### config.mk
export PLATFORM = sky130hd
export DESIGN_NAME = rtt_front
export DESIGN_NICKNAME = d
export VERILOG_FILES = /design/src/sv/rtt_pkg.sv /design/src/sv/rtt_front.sv
export SDC_FILE = /design/constraint.sdc
export NUM_CORES = 1
export LEC_CHECK = 0
export ABC_AREA = 1
export BUFFER_PORTS_ARGS = -buffer_cell sky130_fd_sc_hd__buf_2
export CORE_ASPECT_RATIO = 1.25
export CORE_UTILIZATION = 46
export DETAILED_ROUTE_END_ITERATION = 12
export PLACE_DENSITY = 0.74
export SLEW_MARGIN = 20
export SYNTH_ARGS = -nofsm -noshare
export SYNTH_HDL_FRONTEND = slang
export SYNTH_SLANG_ARGS = --single-unit
### constraint.sdc
create_clock -name i_clk -period 4.05 [get_ports i_clk]
set_input_delay 0.6075 -clock i_clk [delete_from_list [all_inputs] [get_ports i_clk]]
set_output_delay 0.6075 -clock i_clk [all_outputs]
set_load 0.03 [all_outputs]
### src/sv/rtt_pkg.sv
`timescale 1ns / 1ps

package rtt_pkg;

    // Table geometry
    localparam int TABLE_DEPTH  = 128;
    localparam int ADDRESS_BITS = 32;
    localparam int IDX_W        = (TABLE_DEPTH > 1) ? $clog2(TABLE_DEPTH) : 1;
    localparam int CNT_W        = $clog2(TABLE_DEPTH + 1);

    // Field widths
    localparam int TIME_W   = 32;
    localparam int LIVE_W   = 16;
    localparam int CFG_W    = 16;
    localparam int CFG_IDX_W = 1;

    // Configuration register indexes
    localparam logic [CFG_IDX_W-1:0] CFG_RECONNECT_WINDOW = 1'd0;
    localparam logic [CFG_IDX_W-1:0] CFG_MAX_CONNECTIONS  = 1'd1;

    // Result codes
    typedef enum logic [1:0] {
        VERDICT_ACCEPT    = 2'd0,
        VERDICT_TOO_MANY  = 2'd1,
        VERDICT_RECONNECT = 2'd2
    } t_verdict;

    // One classified request, as it travels from front to back
    typedef struct packed {
        logic [ADDRESS_BITS-1:0] addr;
        logic [TIME_W-1:0]       now;
        logic                    over_limit;
    } t_job;

    // Slot that lies off entries after base, around the circular table
    function automatic logic [IDX_W-1:0] slot_add(input logic [IDX_W-1:0] base,
                                                  input logic [CNT_W-1:0] off);
        logic [CNT_W:0] s;
        s = (CNT_W + 1)'(base) + (CNT_W + 1)'(off);
        if (s >= (CNT_W + 1)'(TABLE_DEPTH))
            s = s - (CNT_W + 1)'(TABLE_DEPTH);
        return s[IDX_W-1:0];
    endfunction

endpackage

### src/sv/rtt_front.sv
`timescale 1ns / 1ps

module rtt_front
    import rtt_pkg::*;
(
    input  logic              i_clk,
    input  logic              i_rst_n,
    input  logic [CFG_W-1:0]  i_max_connections,
    input  logic              i_req_valid,
    output logic              o_req_ready,
    input  logic [ADDRESS_BITS-1:0] i_source_address,
    input  logic [TIME_W-1:0] i_now_seconds,
    input  logic [LIVE_W-1:0] i_live_from_address,
    output logic              o_job_valid,
    output t_job              o_job,
    input  logic              i_job_pop
);

    localparam int QDEPTH = 2;
    localparam int QP_W   = $clog2(QDEPTH);
    localparam int QC_W   = $clog2(QDEPTH + 1);

    t_job              r_queue [QDEPTH];
    logic [QP_W-1:0]   r_wp, n_wp;
    logic [QP_W-1:0]   r_rp, n_rp;
    logic [QC_W-1:0]   r_cnt, n_cnt;
    logic              push;
    t_job              new_job;

    // Classify the request against the connection limit
    always_comb begin
        new_job.addr       = i_source_address;
        new_job.now        = i_now_seconds;
        new_job.over_limit = (i_live_from_address > i_max_connections);
    end

    assign o_req_ready = (r_cnt != QC_W'(QDEPTH));
    assign push        = i_req_valid && o_req_ready;
    assign o_job_valid = (r_cnt != '0);
    assign o_job       = r_queue[r_rp];

    // Advance pointers and fill level
    always_comb begin
        n_wp  = r_wp;
        n_rp  = r_rp;
        n_cnt = r_cnt;
        if (push)
            n_wp = (r_wp == QP_W'(QDEPTH - 1)) ? '0 : r_wp + 1'b1;
        if (i_job_pop)
            n_rp = (r_rp == QP_W'(QDEPTH - 1)) ? '0 : r_rp + 1'b1;
        if (push && !i_job_pop)
            n_cnt = r_cnt + 1'b1;
        else if (!push && i_job_pop)
            n_cnt = r_cnt - 1'b1;
    end

    always_ff @(posedge i_clk) begin
        if (!i_rst_n) begin
            r_wp  <= '0;
            r_rp  <= '0;
            r_cnt <= '0;
        end else begin
            r_wp  <= n_wp;
            r_rp  <= n_rp;
            r_cnt <= n_cnt;
        end
    end

    // Hold queued payload
    always_ff @(posedge i_clk) begin
        if (push)
            r_queue[r_wp] <= new_job;
    end

endmodule

==> flow_metrics.env, run 1 <==
export IMPL_max_clock_path_buffers=2
export IMPL_port_buffers=166
export IMPL_power_share_switching_pct=24.4
export IMPL_post_cts_buffers=0
export IMPL_seq_area_frac_synth_pct=72.4
export IMPL_root_driver="sky130_fd_sc_hd__clkbuf_16"
export IMPL_cp_arrival_ns=1.89
export IMPL_cts_hold_repair_buffers=0
export IMPL_cp_top_family="flip-flops"
export IMPL_cp_buffers_inverters=2
export IMPL_grt_setup_unrepaired="no"
export IMPL_post_route_min_period_ns=2.50
export IMPL_gp_congestion=0.789
export IMPL_place_detailed_instances=627
export IMPL_finish_cell_count_without_fillers=660
export IMPL_ios=167
export IMPL_final_period_utilization_pct=61.7
export IMPL_clock_latency_ns=0.40
export IMPL_finalHoldViolCount=0
export IMPL_synth_seq_cells=135
export IMPL_finalSetupViolCount=0
export IMPL_die_h_um=125
export IMPL_postRouteWirelength_mm=9.68
export IMPL_cellPowerDensity_nw_per_um2=525
export IMPL_multi_input_area_um2=1370
export IMPL_largest_net_degree_at_the_start_of_global_routing=66
export IMPL_design_die_area_um2=12500
export IMPL_finalMaxSlewViolations=0
export IMPL_cts_num_sinks=135
export IMPL_critPathMaxStageDelay_ns=0.58
export IMPL_dp_hpwl_mm=6.88
export IMPL_seq_area_um2=4010
export IMPL_placement_rows=44
export IMPL_initial_core_util_pct=47.4
export IMPL_internal_power_mw=2.84
export IMPL_vdd_ir_drop_max_v=0.000234
export IMPL_critical_path_required_ns=3.44
export IMPL_wl_per_cell_um=14.7
export IMPL_sequentialPowerShare_pct=45.3
export IMPL_synth_top_cells_by_area="sky130_fd_sc_hd__edfxtp_1 71%, sky130_fd_sc_hd__mux2_4 14%, sky130_fd_sc_hd__ha_1 3.8%, sky130_fd_sc_hd__mux2_2 3.1%, sky130_fd_sc_hd__dfxtp_1 1.8%"
export IMPL_worst_pin_slew_ns=0.953
export IMPL_cts_buf_count=17
export IMPL_critical_path_slowest_cell="sky130_fd_sc_hd__dfxtp_4"
export IMPL_filler_cell_count=901
export IMPL_synth_top_cell_by_area="sky130_fd_sc_hd__edfxtp_1"
export IMPL_fin_setup_tns_ns=0
export IMPL_via_count_of_the_first_global_routing_pass=3158
export IMPL_cts_reportedPaths_clkPinSlew_ns=0.05
export IMPL_dr_first_iter_drc_count=121
export IMPL_p_leak_nw=3.03
export IMPL_ys_warn_count=0
export IMPL_clock_fmax_ghz=0.400
export IMPL_cts_tree="built"
export IMPL_antenna_fix_cells=0
export IMPL_area_fraction_of_the_dominant_cell_type_after_synthesis_pct=70.6
export IMPL_fp_coreArea_um2=11700
export IMPL_share_clk_of_total_power_pct=39.5
export IMPL_worst_setup_path_class="register to output port"
export IMPL_power_combinational_fraction_pct=15.2
export IMPL_post_synth_cell_area_avg_um2=18.3
export IMPL_grt_first_pass_wirelength_mm=14.9
export IMPL_grt_util_all_layers_pct=16.3
export IMPL_syn2layout_area_growth_pct=29.5
export IMPL_timing_critical_path_from_type="register"
export IMPL_drtAntennaViolNets=0
export IMPL_layout_common_cells="166 x sky130_fd_sc_hd__buf_2, 130 x sky130_fd_sc_hd__edfxtp_1, 50 x sky130_fd_sc_hd__mux2_4"
export IMPL_total_switching_power_uw=919
export IMPL_detail_route_first_pass_iterations=4
export IMPL_htreeDepth=4
export IMPL_synth_nets=420
export IMPL_core_utilization_of_the_finished_layout_pct=61.4
export IMPL_status="finished clean"
export IMPL_timing_hold_worst_class="input pin to register"
export IMPL_dr_drc_count=0
export IMPL_critical_path_peak_fanout=46
export IMPL_die_x_um=100
export IMPL_synth_cells=303
export IMPL_drt_via_density=4.67
export IMPL_globalRouteOverflowTotal=0
export IMPL_post_cts_resize_count=0
export IMPL_setup_clock_skew_after_layout_ns=0.00550
export IMPL_endpoint_kind="output port"
export IMPL_nNetsFinal=603
export IMPL_number_of_antenna_violations_at_the_first_check_in_global_routing=0
export IMPL_layout_commonest_cell="sky130_fd_sc_hd__buf_2"
export IMPL_worst_slew_margin_rel_pct=36.3
export IMPL_timing_max_cap_violations=0
export IMPL_number_of_different_library_cells_in_the_post_synthesis_netlist=15
export IMPL_path_cells="buf_16, mux2_2, buf_2"
export IMPL_post_route_cells_drive_above_1_share_pct=54.1
export IMPL_netlist_area_um2=5530
export IMPL_num_vias=3079
[metrics by stage]
step                      hold slack [ns]  cell area (um2)  power, mW  setup slack (ns)
final                               0.390             7160       3.76              1.55
after global routing                0.365             7160       3.91              1.47
after CTS                           0.371             7130       3.80              1.27
after detailed placement            0.479             6540       2.31              1.53
after global placement              0.473             6540       2.29              1.64
after floorplan                     0.458             5530       2.13            0.0610
[layer usage]
layer | part of all wire (%) | global-route usage [%] | vias to the layer above
li1 | - | - | 1494
met2 | 53 | 28.2 | 122
met5 | 0 | 0 | -
met1 | 38 | 17.6 | 1443
met4 | 2.8 | 8.44 | 0
met3 | 6.2 | 5.44 | 20
[synth_stat cells (all sizes together)]
cell type	number
a21oi	10
edfxtp	130
nand2	23
nand4	1
nand3	1
inv	26
dfxtp	5
mux2	65
nor2	12
ha	17
o21ai	5
a21o	1
buf	7
[worst register-to-register path, stage by stage (launching register included)]
cell and delay [ns]:
sky130_fd_sc_hd__dfxtp_1 0.31, sky130_fd_sc_hd__inv_1 0.08, sky130_fd_sc_hd__nand2_1 0.10, sky130_fd_sc_hd__nand2_1 0.17
sky130_fd_sc_hd__nor2_4 0.77, sky130_fd_sc_hd__buf_4 0.49
[flip-flops by register name, indices dropped and copies added, names as in the netlist, named ones only]
name	flops
r_queue	130
r_cnt	2
r_rp	1
r_wp	1
[logic make-up (layout without fill, tap and decap cells)]
family / after synthesis / count (layout) / synth area share [%]
AO/OA/AOI/OAI: 16 / 16 / 1.49
AND/OR/NAND/NOR: 37 / 37 / 2.58
adder cells (fa/ha/maj): 17 / 17 / 3.85
flip-flops: 135 / 135 / 72.4
buffers and inverters: 33 / 229 / 3.08
multiplexers: 65 / 65 / 16.6
[area by class of cell]
type	instances	area share, %
flip-flops and latches	135	56.0
multi-input cells	135	19.2
repair buffers	171	12.4
clock buffers	21	6.57
well taps	161	2.81
clock inverters	11	1.71
inverters	26	1.36
[worst paths after layout]
check	slack, ns	startpoint	endpoint	cells past startpoint
worst max-delay path	1.55	register	o_job[7]	3
worst min-delay path	0.39	i_source_address[29]	r_queue[1][62]	1
worst max register to register	1.78	r_cnt[0]	r_queue[1][2]	5
worst min register to register	0.49	r_cnt[1]	r_cnt[1]	2
[power by group through the flow]
stage | Clock (mW) | Sequential [mW] | Combinational, mW
after floorplan | 0 | 1.72 | 0.410
after global placement | 0 | 1.74 | 0.547
after detailed placement | 0 | 1.75 | 0.559
after CTS | 1.52 | 1.72 | 0.559
after global routing | 1.58 | 1.71 | 0.613
final | 1.49 | 1.70 | 0.571
Note: power is estimated with default switching activity, not from simulation.
==> run 2: changes to the inputs <==
Clock period 4.05 ns to 2.3 ns, I/O delays scaled along.
==> run 2 against run 1 <==
  * Worst hold slack worse by 0.26 ns
  * Design area is 0.52% higher
  * Die area stayed put
  * Combinational power is 79% higher
  * Sequential power is 76% higher
  * Critical path type unchanged
  * Global-route usage is 0.054 points higher
  * Sequential share of layout area is 0.29 points lower
==> flow_metrics.env, run 2 (synthesis gave the netlist of run 1 again) <==
export IMPL_vdd_ir_drop_max_v=0.000375
export IMPL_share_clk_of_total_power_pct=40.2
export IMPL_critical_path_peak_fanout=27
export IMPL_num_vias=3087
export IMPL_cellPowerDensity_nw_per_um2=932
export IMPL_via_count_of_the_first_global_routing_pass=3229
export IMPL_drt_via_density=4.66
export IMPL_design_die_area_um2=12500
export IMPL_number_of_antenna_violations_at_the_first_check_in_global_routing=2
export IMPL_max_clock_path_buffers=2
export IMPL_postRouteWirelength_mm=9.62
export IMPL_core_utilization_of_the_finished_layout_pct=61.7
export IMPL_placement_rows=44
export IMPL_fin_setup_tns_ns=0
export IMPL_layout_top_registers="r_queue x130, r_cnt x2"
export IMPL_cts_hold_repair_buffers=0
export IMPL_die_h_um=125
export IMPL_grt_setup_unrepaired="no"
export IMPL_cts_tree="built"
export IMPL_htreeDepth=4
export IMPL_syn2layout_area_growth_pct=30.1
export IMPL_cts_buf_count=17
export IMPL_power_share_switching_pct=24.8
export IMPL_post_route_cells_drive_above_1_share_pct=54.4
export IMPL_grt_first_pass_wirelength_mm=15.2
export IMPL_post_cts_buffers=0
export IMPL_grt_util_all_layers_pct=16.4
export IMPL_gp_congestion=0.759
export IMPL_timing_hold_worst_class="input pin to register"
export IMPL_power_combinational_fraction_pct=15.2
export IMPL_endpoint_kind="output port"
export IMPL_fin_worst_hold_slack_ns=0.128
export IMPL_cts_reportedPaths_clkPinSlew_ns=0.06
export IMPL_cp_arrival_ns=1.81
export IMPL_dr_first_iter_drc_count=147
export IMPL_p_leak_nw=3.05
export IMPL_internal_power_mw=5.04
export IMPL_timing_critical_path_from_type="register"
export IMPL_total_switching_power_mw=1.66
export IMPL_port_buffers=166
export IMPL_finalMaxSlewViolations=0
export IMPL_ios=167
export IMPL_drtAntennaViolNets=0
export IMPL_setup_clock_skew_after_layout_ns=0.00631
export IMPL_worst_slew_margin_rel_pct=65.5
export IMPL_globalRouteOverflowTotal=0
export IMPL_post_route_min_period_ns=2.16
export IMPL_worst_hold_path_num_cells=1
export IMPL_die_x_um=100
export IMPL_worst_setup_path_class="register to output port"
export IMPL_critical_path_required_ns=1.96
export IMPL_reg2regPathDepth=9
export IMPL_dp_hpwl_mm=6.93
export IMPL_nNetsFinal=604
export IMPL_timing_max_cap_violations=0
export IMPL_finalHoldViolCount=0
export IMPL_layout_common_cells="166 x sky130_fd_sc_hd__buf_2, 130 x sky130_fd_sc_hd__edfxtp_1, 50 x sky130_fd_sc_hd__mux2_4"
export IMPL_detail_route_first_pass_iterations=4
export IMPL_dr_drc_count=0
export IMPL_clock_fmax_ghz=0.464
export IMPL_cts_num_sinks=135
export IMPL_final_period_utilization_pct=93.7
export IMPL_worst_pin_slew_ns=0.518
export IMPL_regMostFlops="r_queue"
export IMPL_status="finished clean"
export IMPL_post_cts_resize_count=0
export IMPL_largest_reg_flops=130
export IMPL_fp_coreArea_um2=11700
export IMPL_clock_latency_ns=0.40
export IMPL_largest_net_degree_at_the_start_of_global_routing=45
export IMPL_initial_core_util_pct=47.4
export IMPL_root_driver="sky130_fd_sc_hd__clkbuf_16"
export IMPL_wl_per_cell_um=14.5
export IMPL_power_total_mw=6.71
export IMPL_finalSetupViolCount=0
export IMPL_layout_commonest_cell="sky130_fd_sc_hd__buf_2"
export IMPL_sequentialPowerShare_pct=44.6
## run 2: changes by cell type in the layout (fill, tap and decap cells not counted), sizes merged
cell / change
buf: +1
bufinv: +1
clkbuf: -4
clkinv: +3
clkinvlp: -2
diode: +1
inv: +2
## run 2: path summary, 6_finish.rpt
path | to | start | slack [ns]
worst max-delay path | o_job[64] | register | 0.14
worst min-delay path | r_queue[1][56] | i_source_address[23] | 0.13
worst max register to register | r_cnt[1] | r_cnt[0] | 0.64
worst min register to register | r_cnt[1] | r_cnt[1] | 0.50
## run 2: power by group through the flow
stage	Combinational [mW]	Sequential [mW]	Clock [mW]
2_1_floorplan	0.725	3.03	0
3_3_place_gp	1.01	3.03	0
3_5_place_dp	1.03	3.05	0
4_1_cts	1.03	3.00	2.75
5_1_grt	1.09	3.01	2.86
6_report	1.02	2.99	2.70
## run 2: per-stage QoR
step | instance area, um2 | setup WS (ns) | std cells
2_1_floorplan | 5540 | -0.616 | 303
3_3_place_gp | 6590 | 0.573 | 629
3_5_place_dp | 6590 | 0.554 | 629
4_1_cts | 7200 | 0.105 | 661
5_1_grt | 7200 | 0.0647 | 661
6_report | 7200 | 0.145 | 662
## run 2: cell type report
class	instances	area [um2]
Fill cell	922	4470
Sequential cell	135	4010
Multi-Input combinational cell	135	1370
Timing Repair Buffer	172	913
Clock buffer	17	425
Tap cell	161	201
Clock inverter	15	178
Inverter	26	97.6
Antenna cell	1	2.50
## run 2: per-layer routing
metal / global-route usage (%) / vias to the layer above / wire, um
met2: 29.8 / 122 / 5230
met5: 0 / - / 8
met4: 7.25 / 2 / 180
met3: 5.72 / 17 / 637
li1: - / 1502 / -
met1: 16.5 / 1444 / 3570
## run 2: critical path, cell delays in order, from the launching register on
cell                      delay (ns)
sky130_fd_sc_hd__dfxtp_4        0.58
sky130_fd_sc_hd__buf_12         0.28
sky130_fd_sc_hd__mux2_2         0.37
sky130_fd_sc_hd__buf_2          0.18
